$ cat src/sv/bdv_pkg.sv
`timescale 1ns / 1ps

package bdv_pkg;

  // Field widths of the input and result beats
  localparam int unsigned MANT_LO_W = 64;
  localparam int unsigned MANT_HI_W = 32;
  localparam int unsigned MANT_W    = MANT_LO_W + MANT_HI_W;
  localparam int unsigned SCALE_W   = 5;
  localparam int unsigned POS_W     = 6;
  localparam int unsigned DIGIT_W   = 4;

  // Largest scale; 29..31 saturate to this
  localparam logic [SCALE_W-1:0] MAX_SCALE = SCALE_W'(28);

  // Default digit count; 29 digits cover the full 96-bit range
  localparam int unsigned NUM_DIGITS_DEF = 29;

  // Double-dabble split: shift/add-3 steps per register stage
  localparam int unsigned STEPS_PER_STAGE = 8;
  localparam int unsigned NUM_STAGES      = MANT_W / STEPS_PER_STAGE;

  // Side information that travels with each value down the pipe
  typedef struct packed {
    logic [SCALE_W-1:0] scale;
    logic               negative;
  } meta_t;

endpackage

$ cat src/sv/bdv_out_if.sv
`timescale 1ns / 1ps

interface bdv_out_if import bdv_pkg::*; ();
  logic                     valid;
  logic                     ready;
  logic signed [POS_W-1:0]  digit_position;
  logic [DIGIT_W-1:0]       digit_value;
  logic                     value_negative;
  logic                     last_digit;

  modport source (
    output valid, digit_position, digit_value, value_negative, last_digit,
    input  ready
  );
  modport sink (
    input  valid, digit_position, digit_value, value_negative, last_digit,
    output ready
  );
endinterface

$ cat src/sv/bdv_serializer.sv
`timescale 1ns / 1ps

module bdv_serializer import bdv_pkg::*; #(
  parameter int unsigned NUM_DIGITS = NUM_DIGITS_DEF
) (
  input  logic                          clk_i,
  input  logic                          rst_ni,
  input  logic                          valid_i,
  output logic                          ready_o,
  input  logic [NUM_DIGITS*DIGIT_W-1:0] bcd_i,
  input  meta_t                         meta_i,
  bdv_out_if.source                     out_o
);

  localparam int unsigned BCD_W = NUM_DIGITS * DIGIT_W;
  localparam int unsigned IDX_W = $clog2(NUM_DIGITS);

  logic                    busy_q;
  logic [IDX_W-1:0]        idx_q;
  logic [BCD_W-1:0]        digits_q;
  logic signed [POS_W-1:0] pos_q;
  logic                    neg_q;
  logic                    last;
  logic                    load;
  logic                    beat;

  assign last  = (idx_q == IDX_W'(NUM_DIGITS - 1));
  assign beat  = busy_q && out_o.ready;
  // Next run loads in the same cycle the final digit leaves
  assign ready_o = !busy_q || (out_o.ready && last);
  assign load  = valid_i && ready_o;

  // Run control
  always_ff @(posedge clk_i or negedge rst_ni) begin
    if (!rst_ni) begin
      busy_q <= 1'b0;
      idx_q  <= '0;
    end else if (load) begin
      busy_q <= 1'b1;
      idx_q  <= '0;
    end else if (beat) begin
      if (last) begin
        busy_q <= 1'b0;
        idx_q  <= '0;
      end else begin
        idx_q <= idx_q + IDX_W'(1);
      end
    end
  end

  // Digit shift line and position counter
  always_ff @(posedge clk_i) begin
    if (load) begin
      digits_q <= bcd_i;
      pos_q    <= POS_W'(0) - POS_W'(meta_i.scale);
      neg_q    <= meta_i.negative;
    end else if (beat) begin
      digits_q <= {{DIGIT_W{1'b0}}, digits_q[BCD_W-1:DIGIT_W]};
      pos_q    <= pos_q + POS_W'(1);
    end
  end

  assign out_o.valid          = busy_q;
  assign out_o.digit_position = pos_q;
  assign out_o.digit_value    = digits_q[DIGIT_W-1:0];
  assign out_o.value_negative = neg_q;
  assign out_o.last_digit     = last;

endmodule

$ cat src/flat_wrapper.sv
// flat-port wrapper written by rule: the top's interface ports become plain ports
module bdv_serializer_flat import bdv_pkg::*;
#(
  parameter int unsigned NUM_DIGITS = NUM_DIGITS_DEF
)
  (clk_i, rst_ni, valid_i, ready_o, bcd_i, meta_i, out_o_valid, out_o_digit_position, out_o_digit_value, out_o_value_negative, out_o_last_digit, out_o_ready);
  bdv_out_if out_o_i ();
  input  logic clk_i;
  input  logic rst_ni;
  input  logic valid_i;
  output logic ready_o;
  input  logic [NUM_DIGITS*DIGIT_W-1:0] bcd_i;
  input  meta_t meta_i;
  output wire logic [$bits(out_o_i.valid)-1:0] out_o_valid;
  output wire logic [$bits(out_o_i.digit_position)-1:0] out_o_digit_position;
  output wire logic [$bits(out_o_i.digit_value)-1:0] out_o_digit_value;
  output wire logic [$bits(out_o_i.value_negative)-1:0] out_o_value_negative;
  output wire logic [$bits(out_o_i.last_digit)-1:0] out_o_last_digit;
  input wire logic [$bits(out_o_i.ready)-1:0] out_o_ready;
  assign out_o_valid = out_o_i.valid;
  assign out_o_digit_position = out_o_i.digit_position;
  assign out_o_digit_value = out_o_i.digit_value;
  assign out_o_value_negative = out_o_i.value_negative;
  assign out_o_last_digit = out_o_i.last_digit;
  assign out_o_i.ready = out_o_ready;
  bdv_serializer #(.NUM_DIGITS(NUM_DIGITS)) u_core (.clk_i(clk_i), .rst_ni(rst_ni), .valid_i(valid_i), .ready_o(ready_o), .bcd_i(bcd_i), .meta_i(meta_i), .out_o(out_o_i));
endmodule
$ cat config.mk
export PLATFORM = sky130hd
export DESIGN_NAME = bdv_serializer_flat
export DESIGN_NICKNAME = d
export VERILOG_FILES = /design/src/sv/bdv_pkg.sv /design/src/sv/bdv_out_if.sv /design/src/sv/bdv_serializer.sv /design/src/flat_wrapper.sv
export SDC_FILE = /design/constraint.sdc
export NUM_CORES = 1
export LEC_CHECK = 0
export BUFFER_PORTS_ARGS = -buffer_cell sky130_fd_sc_hd__buf_4
export CELL_PAD_IN_SITES_DETAIL_PLACEMENT = 1
export CELL_PAD_IN_SITES_GLOBAL_PLACEMENT = 1
export CORE_MARGIN = 2
export CORE_UTILIZATION = 45
export CTS_CLUSTER_SIZE = 40
export DETAILED_ROUTE_END_ITERATION = 10
export PLACE_DENSITY = 0.9
export SLEW_MARGIN = 20
export SYNTH_ARGS = -nofsm -noshare
export SYNTH_HDL_FRONTEND = slang
export SYNTH_SLANG_ARGS = --single-unit
$ cat constraint.sdc
create_clock -name clk_i -period 8.4 [get_ports clk_i]
set_input_delay 0.42 -clock clk_i [delete_from_list [all_inputs] [get_ports clk_i]]
set_output_delay 0.42 -clock clk_i [all_outputs]
set_load 0.01 [all_outputs]
Word level (Yosys, flattened, before mapping)
Cells that the tools add are included.
Widths: inputs -> output; s select.
{"block": "op_classes", "n_eq_ne": 1, "addsub": 3, "n_reduce_logical": 8, "muxes": 10}
{"operator": "$mux 116", "n": 2}
{"operator": "$mux 5", "n": 3}
{"operator": "$mux 6", "n": 2}
{"operator": "$add 6x2->6 const B", "n": 1}
{"operator": "$sub 1x5->6 const A", "n": 1}
{"operator": "$add 5x1->5 const B", "n": 1}
{"operator": "$eq 5x5->1 const B", "n": 1}
{"operator": "$reduce_bool 2->1", "n": 2}
{"operator": "$logic_and 1x1->1", "n": 3}
{"operator": "$mux 1", "n": 3}
{"operator": "$reduce_and 2->1", "n": 1}
{"operator": "$logic_not 1->1", "n": 1}
{"operator": "$logic_or 1x1->1", "n": 1}
{"block": "totals", "word_cells": 27, "out_inout_bits": 14, "reg_bits": 129, "input_bits": 126}

Logic depth before layout (Yosys ltp)
{"block": "logic_depth", "word_depth": 6, "ltp_mapped": 8, "depth_no_buf": 7}

Least setup slack after synthesis
No wires, ideal clock.
{"block": "synth_path", "kind": "input port to flip-flop", "from": "in valid_i", "to": "reg u_core.digits_q[0] (enable)", "n_path_buf": 1, "arrival_time_ps": 6768, "cell_stages": 3, "setup_ps": 649, "slack_ps": 983, "required_ps": 7751, "path_cell_list": "clkbuf_1 > nor2_1 > a21oi_1"}
{"block": "synth_between", "elab_chain_len": 2}
{"item": "start, declared", "line_no": "flat_wrapper.sv:10", "rtl": "input logic valid_i;"}
{"item": "$logic_and 1x1->1", "line_no": "bdv_serializer.sv:31", "rtl": "assign load = valid_i && ready_o;"}
{"item": "$reduce_bool 2->1 (no line)"}
{"item": "end signal, assigned", "line_no": "bdv_serializer.sv:54", "rtl": "digits_q <= bcd_i;"}
{"item": "end signal, assigned", "line_no": "bdv_serializer.sv:58", "rtl": "digits_q <= {{DIGIT_W{1'b0}}, digits_q[BCD_W-1:DIGIT_W]};"}
{"item": "end, declared", "line_no": "bdv_serializer.sv:20", "rtl": "logic [BCD_W-1:0] digits_q;"}
Every way passes these cells.
A chain may end at the register's enable or synchronous reset.

Worst setup path after layout
{"block": "layout_path", "from": "reg u_core.idx_q[0]", "to": "reg u_core.pos_q[2], in the netlist u_core.out_o.digit_position[2], data pin"}
{"block": "layout_between", "elab_chain_len": 5}
{"item": "start, declared", "line_no": "bdv_serializer.sv:19", "rtl": "logic [IDX_W-1:0] idx_q;"}
{"item": "start signal, assigned", "line_no": "bdv_serializer.sv:46", "rtl": "idx_q <= idx_q + IDX_W'(1);"}
{"item": "$eq 5x5->1", "line_no": "bdv_serializer.sv:27", "rtl": "assign last = (idx_q == IDX_W'(NUM_DIGITS - 1));"}
{"item": "$logic_and 1x1->1", "line_no": "bdv_serializer.sv:30", "rtl": "assign ready_o = !busy_q || (out_o.ready && last);"}
{"item": "$logic_or 1x1->1", "line_no": "bdv_serializer.sv:30"}
{"item": "$logic_and 1x1->1", "line_no": "bdv_serializer.sv:31"}
{"item": "via u_core.load", "line_no": "bdv_serializer.sv:24", "rtl": "logic load;"}
{"item": "$mux 6", "line_no": "bdv_serializer.sv:53", "rtl": "if (load) begin"}
{"item": "end signal, assigned", "line_no": "bdv_serializer.sv:55", "rtl": "pos_q <= POS_W'(0) - POS_W'(meta_i.scale);"}
{"item": "end signal, assigned", "line_no": "bdv_serializer.sv:59", "rtl": "pos_q <= pos_q + POS_W'(1);"}
{"item": "end, declared", "line_no": "bdv_serializer.sv:21", "rtl": "logic signed [POS_W-1:0] pos_q;"}
The timed path passes the listed nets, and every way through them passes these cells.

==> flow_metrics.env <==
export IMPL_status="complete, no violations"
export IMPL_root_buffer="clkbuf_16"
export IMPL_grtUsageTotal=0.190
export IMPL_synthFlopType="edfxtp_1"
export IMPL_antenna_left=0
export IMPL_vias=3296
export IMPL_path_cells="inv_1 -> ha_1 -> nand2_1 -> o21ai_4 -> nand2_8 -> inv_1 -> o21ai_0"
export IMPL_dieArea_um2=13900
export IMPL_powerDensity_nw_per_um2=233
export IMPL_critPathArrivalTime_ns=2.92
export IMPL_clk_latency_ns=0.41
export IMPL_drv_cap=0
export IMPL_drc=0
export IMPL_pwr_share_comb=0.114
export IMPL_die_y_um=118
export IMPL_worst_slew_pin_slew_ns=1.04
export IMPL_p_sw_frac=0.213
export IMPL_wl_met3_um=888
export IMPL_fin_ws_ns=5.62
export IMPL_hold_path_depth=1
export IMPL_dp_hpwl_um=8210
export IMPL_async_reset_ff_frac=0.0465
export IMPL_layout_commonest_cell="buf_4"
export IMPL_clkPwrFrac=0.425
export IMPL_period_minus_slack_ns=2.78
export IMPL_io_buffers=139
export IMPL_crit_type="reg2reg"
export IMPL_slowest_stage="nand2_8"
export IMPL_layout_common_cells="141 x buf_4, 123 x edfxtp_1, 64 x mux2_2"
export IMPL_hold_viol_final=0
export IMPL_cts_tree="built"
export IMPL_synth_area_leaders="edfxtp_1 63%, mux2_4 13%, mux2_2 12%"
export IMPL_met1_length_um=5120
export IMPL_grt_pass1_vias=3707
export IMPL_yosysTopAreaCellShare=0.631
export IMPL_seq_area_um2=3840
export IMPL_hp_class="in2reg"
export IMPL_startpoint_type="flip-flop"
export IMPL_drt_wl_total_um=12600
export IMPL_slew_headroom=0.305
export IMPL_initial_core_util=0.462
export IMPL_min_period_over_period=0.331
export IMPL_multi_input_area_um2=1880
export IMPL_grt_start_max_net_pins=116
export IMPL_switching_power_uw=378
export IMPL_diodes=0
export IMPL_synth_seq_cells=129
export IMPL_synth_edf_count=123
export IMPL_antenna_found_initial=0
export IMPL_core_area_um2=12700
export IMPL_cp_top_family="simple AND/OR/NAND/NOR gates"
export IMPL_synth_nets=455
export IMPL_highest_layer="met4"
export IMPL_crit_cells=7
export IMPL_cp_max_fo=115
export IMPL_path_common_cell="inv_1"
export IMPL_clock_sinks=129
export IMPL_drt_iter0_drc=185
export IMPL_cp_required_ns=8.54
export IMPL_routabilityCongestion=0.814
export IMPL_place_ws_ns=5.76
export IMPL_post_synth_top_area_cell="edfxtp_1"
export IMPL_synthToLayoutAreaGrowth_pct=30.3
export IMPL_grt_pass1_wl_um=19900
export IMPL_p_int_uw=1400
export IMPL_grt_remaining_overflow=0
export IMPL_io_pins=140
export IMPL_drive_gt1_frac=0.593
export IMPL_htreeDepth=4
export IMPL_setup_violations=0
export IMPL_peakVddDrop_uv=137
export IMPL_clk_path_buf_depth=2
export IMPL_nets=598
export IMPL_rsz0062_at_grt="no"
export IMPL_worstSetupEndpointType="flip-flop"
export IMPL_clkTransAtPathRegs_ns=0.05
export IMPL_slew_viol_final=0
export IMPL_routedWlPerCell_um=19.4
export IMPL_yosysWarnings=0
export IMPL_rows=41
export IMPL_yosysSeqAreaShare=0.656
export IMPL_fin_skew_ns=0.00608
export IMPL_p_leak_uw=0.00320
export IMPL_fmax_mhz=360
export IMPL_n_fill_cell=1189
export IMPL_numCtsBuffers=17
export IMPL_syn_area_um2=5860
export IMPL_met2WireLength_um=6550
export IMPL_critical_path_max_stage_delay_ns=0.60
export IMPL_setup_tns_final_ns=0
export IMPL_avgSynthCellArea_um2=18.0
export IMPL_via_per_inst=5.05
export IMPL_synth_cells=325
export IMPL_cts_setup_buffers=0
export IMPL_dr_pass1_iters=4
export IMPL_die_x_um=118
export IMPL_p_seq_frac=0.462
export IMPL_cts_repair_resized=0
export IMPL_ys_types=31
export IMPL_r2r_cells=7
export IMPL_cp_num_buf_inv=2
## worst paths after layout
| check | start | end | slack [ns] |
|---|---|---|---|
| max | u_core.idx_q[0] | u_core.out_o.digit_position[2] | 5.62 |
| min | meta_i[0] | u_core.out_o.value_negative | 0.19 |
| max reg2reg | u_core.idx_q[0] | u_core.out_o.digit_position[2] | 5.62 |
| min reg2reg | u_core.idx_q[4] | u_core.idx_q[4] | 0.52 |
| max in group asynchronous | rst_ni | u_core.idx_q[3] | 7.92 |
| min in group asynchronous | rst_ni | u_core.idx_q[1] | 0.36 |
## state kept, by name, summed over array words and instances (netlist names)
name / flops
u_core.digits_q: 116
u_core.idx_q: 5
u_core.out_o.digit_position: 6
u_core.out_o.valid: 1
u_core.out_o.value_negative: 1
## what timing repair did
item / 4_1_cts / 5_1_grt
endpoints found under the setup margin: 0 / 0
hold buffers: 1 / 0
hold endpoints to repair: 6 / 0
## cells by family after synthesis
| kind of cell | Yosys count | share of synthesized area |
|---|---|---|
| AO/OA/AOI/OAI | 16 | 0.0184 |
| XOR/XNOR | 7 | 0.0105 |
| adder cells (fa/ha/maj) | 4 | 0.00855 |
| buffers and inverters | 25 | 0.0278 |
| flip-flops | 129 | 0.656 |
| multiplexers | 115 | 0.252 |
| AND/OR/NAND/NOR | 29 | 0.0265 |
## routing by layer
layer	up-vias	track usage
li1	1539	-
met1	1627	0.228
met2	120	0.318
met3	10	0.0698
met4	0	0.0572
met5	-	0
## layout make-up
type	instances	share of cell area
Sequential cell	129	0.504
Inverter	7	0.00344
Tap cell	172	0.0282
Clock buffer	18	0.0563
Multi-Input combinational cell	171	0.246
Timing Repair Buffer	142	0.140
Clock inverter	14	0.0223
## power groups by stage
stage,combinational (uW),clock [uW],sequential [uW]
6_report,202,753,820
5_1_grt,221,788,827
4_1_cts,206,766,820
3_3_place_gp,191,0,827
2_1_floorplan,119,0,828
3_5_place_dp,201,0,830
## worst reg2reg max path, cell delays in order (launching register included)
cell and delay [ns]:
dfrtp_1 0.39, inv_1 0.12, ha_1 0.20, nand2_1 0.11, o21ai_4 0.41, nand2_8 0.60
inv_1 0.55, o21ai_0 0.15
## stage by stage
stage          hold slack, ns  power (uW)  std cells  utilization  cell area [um2]
5_1_grt                 0.177        1840        653        0.602             7630
3_3_place_gp            0.233        1020        620        0.554             7020
3_5_place_dp            0.235        1030        620        0.554             7020
4_1_cts                 0.175        1790        653        0.602             7630
6_report                0.191        1770        653        0.602             7630
2_1_floorplan           0.124         947        325            -             5860
## synth_stat cells (2+ instances only)
cell / count
a21oi_1: 2
a22o_1: 2
and3_1: 6
buf_2: 7
buf_4: 4
buf_6: 6
dfrtp_1: 6
edfxtp_1: 123
ha_1: 4
inv_1: 7
mux2_2: 64
mux2_4: 49
mux2i_1: 2
nand2_1: 6
nand3_1: 7
nor2_1: 4
o21ai_0: 6
o22ai_1: 2
xnor2_1: 4
xor2_1: 3
No activity file was read; power rests on OpenSTA's default activity.
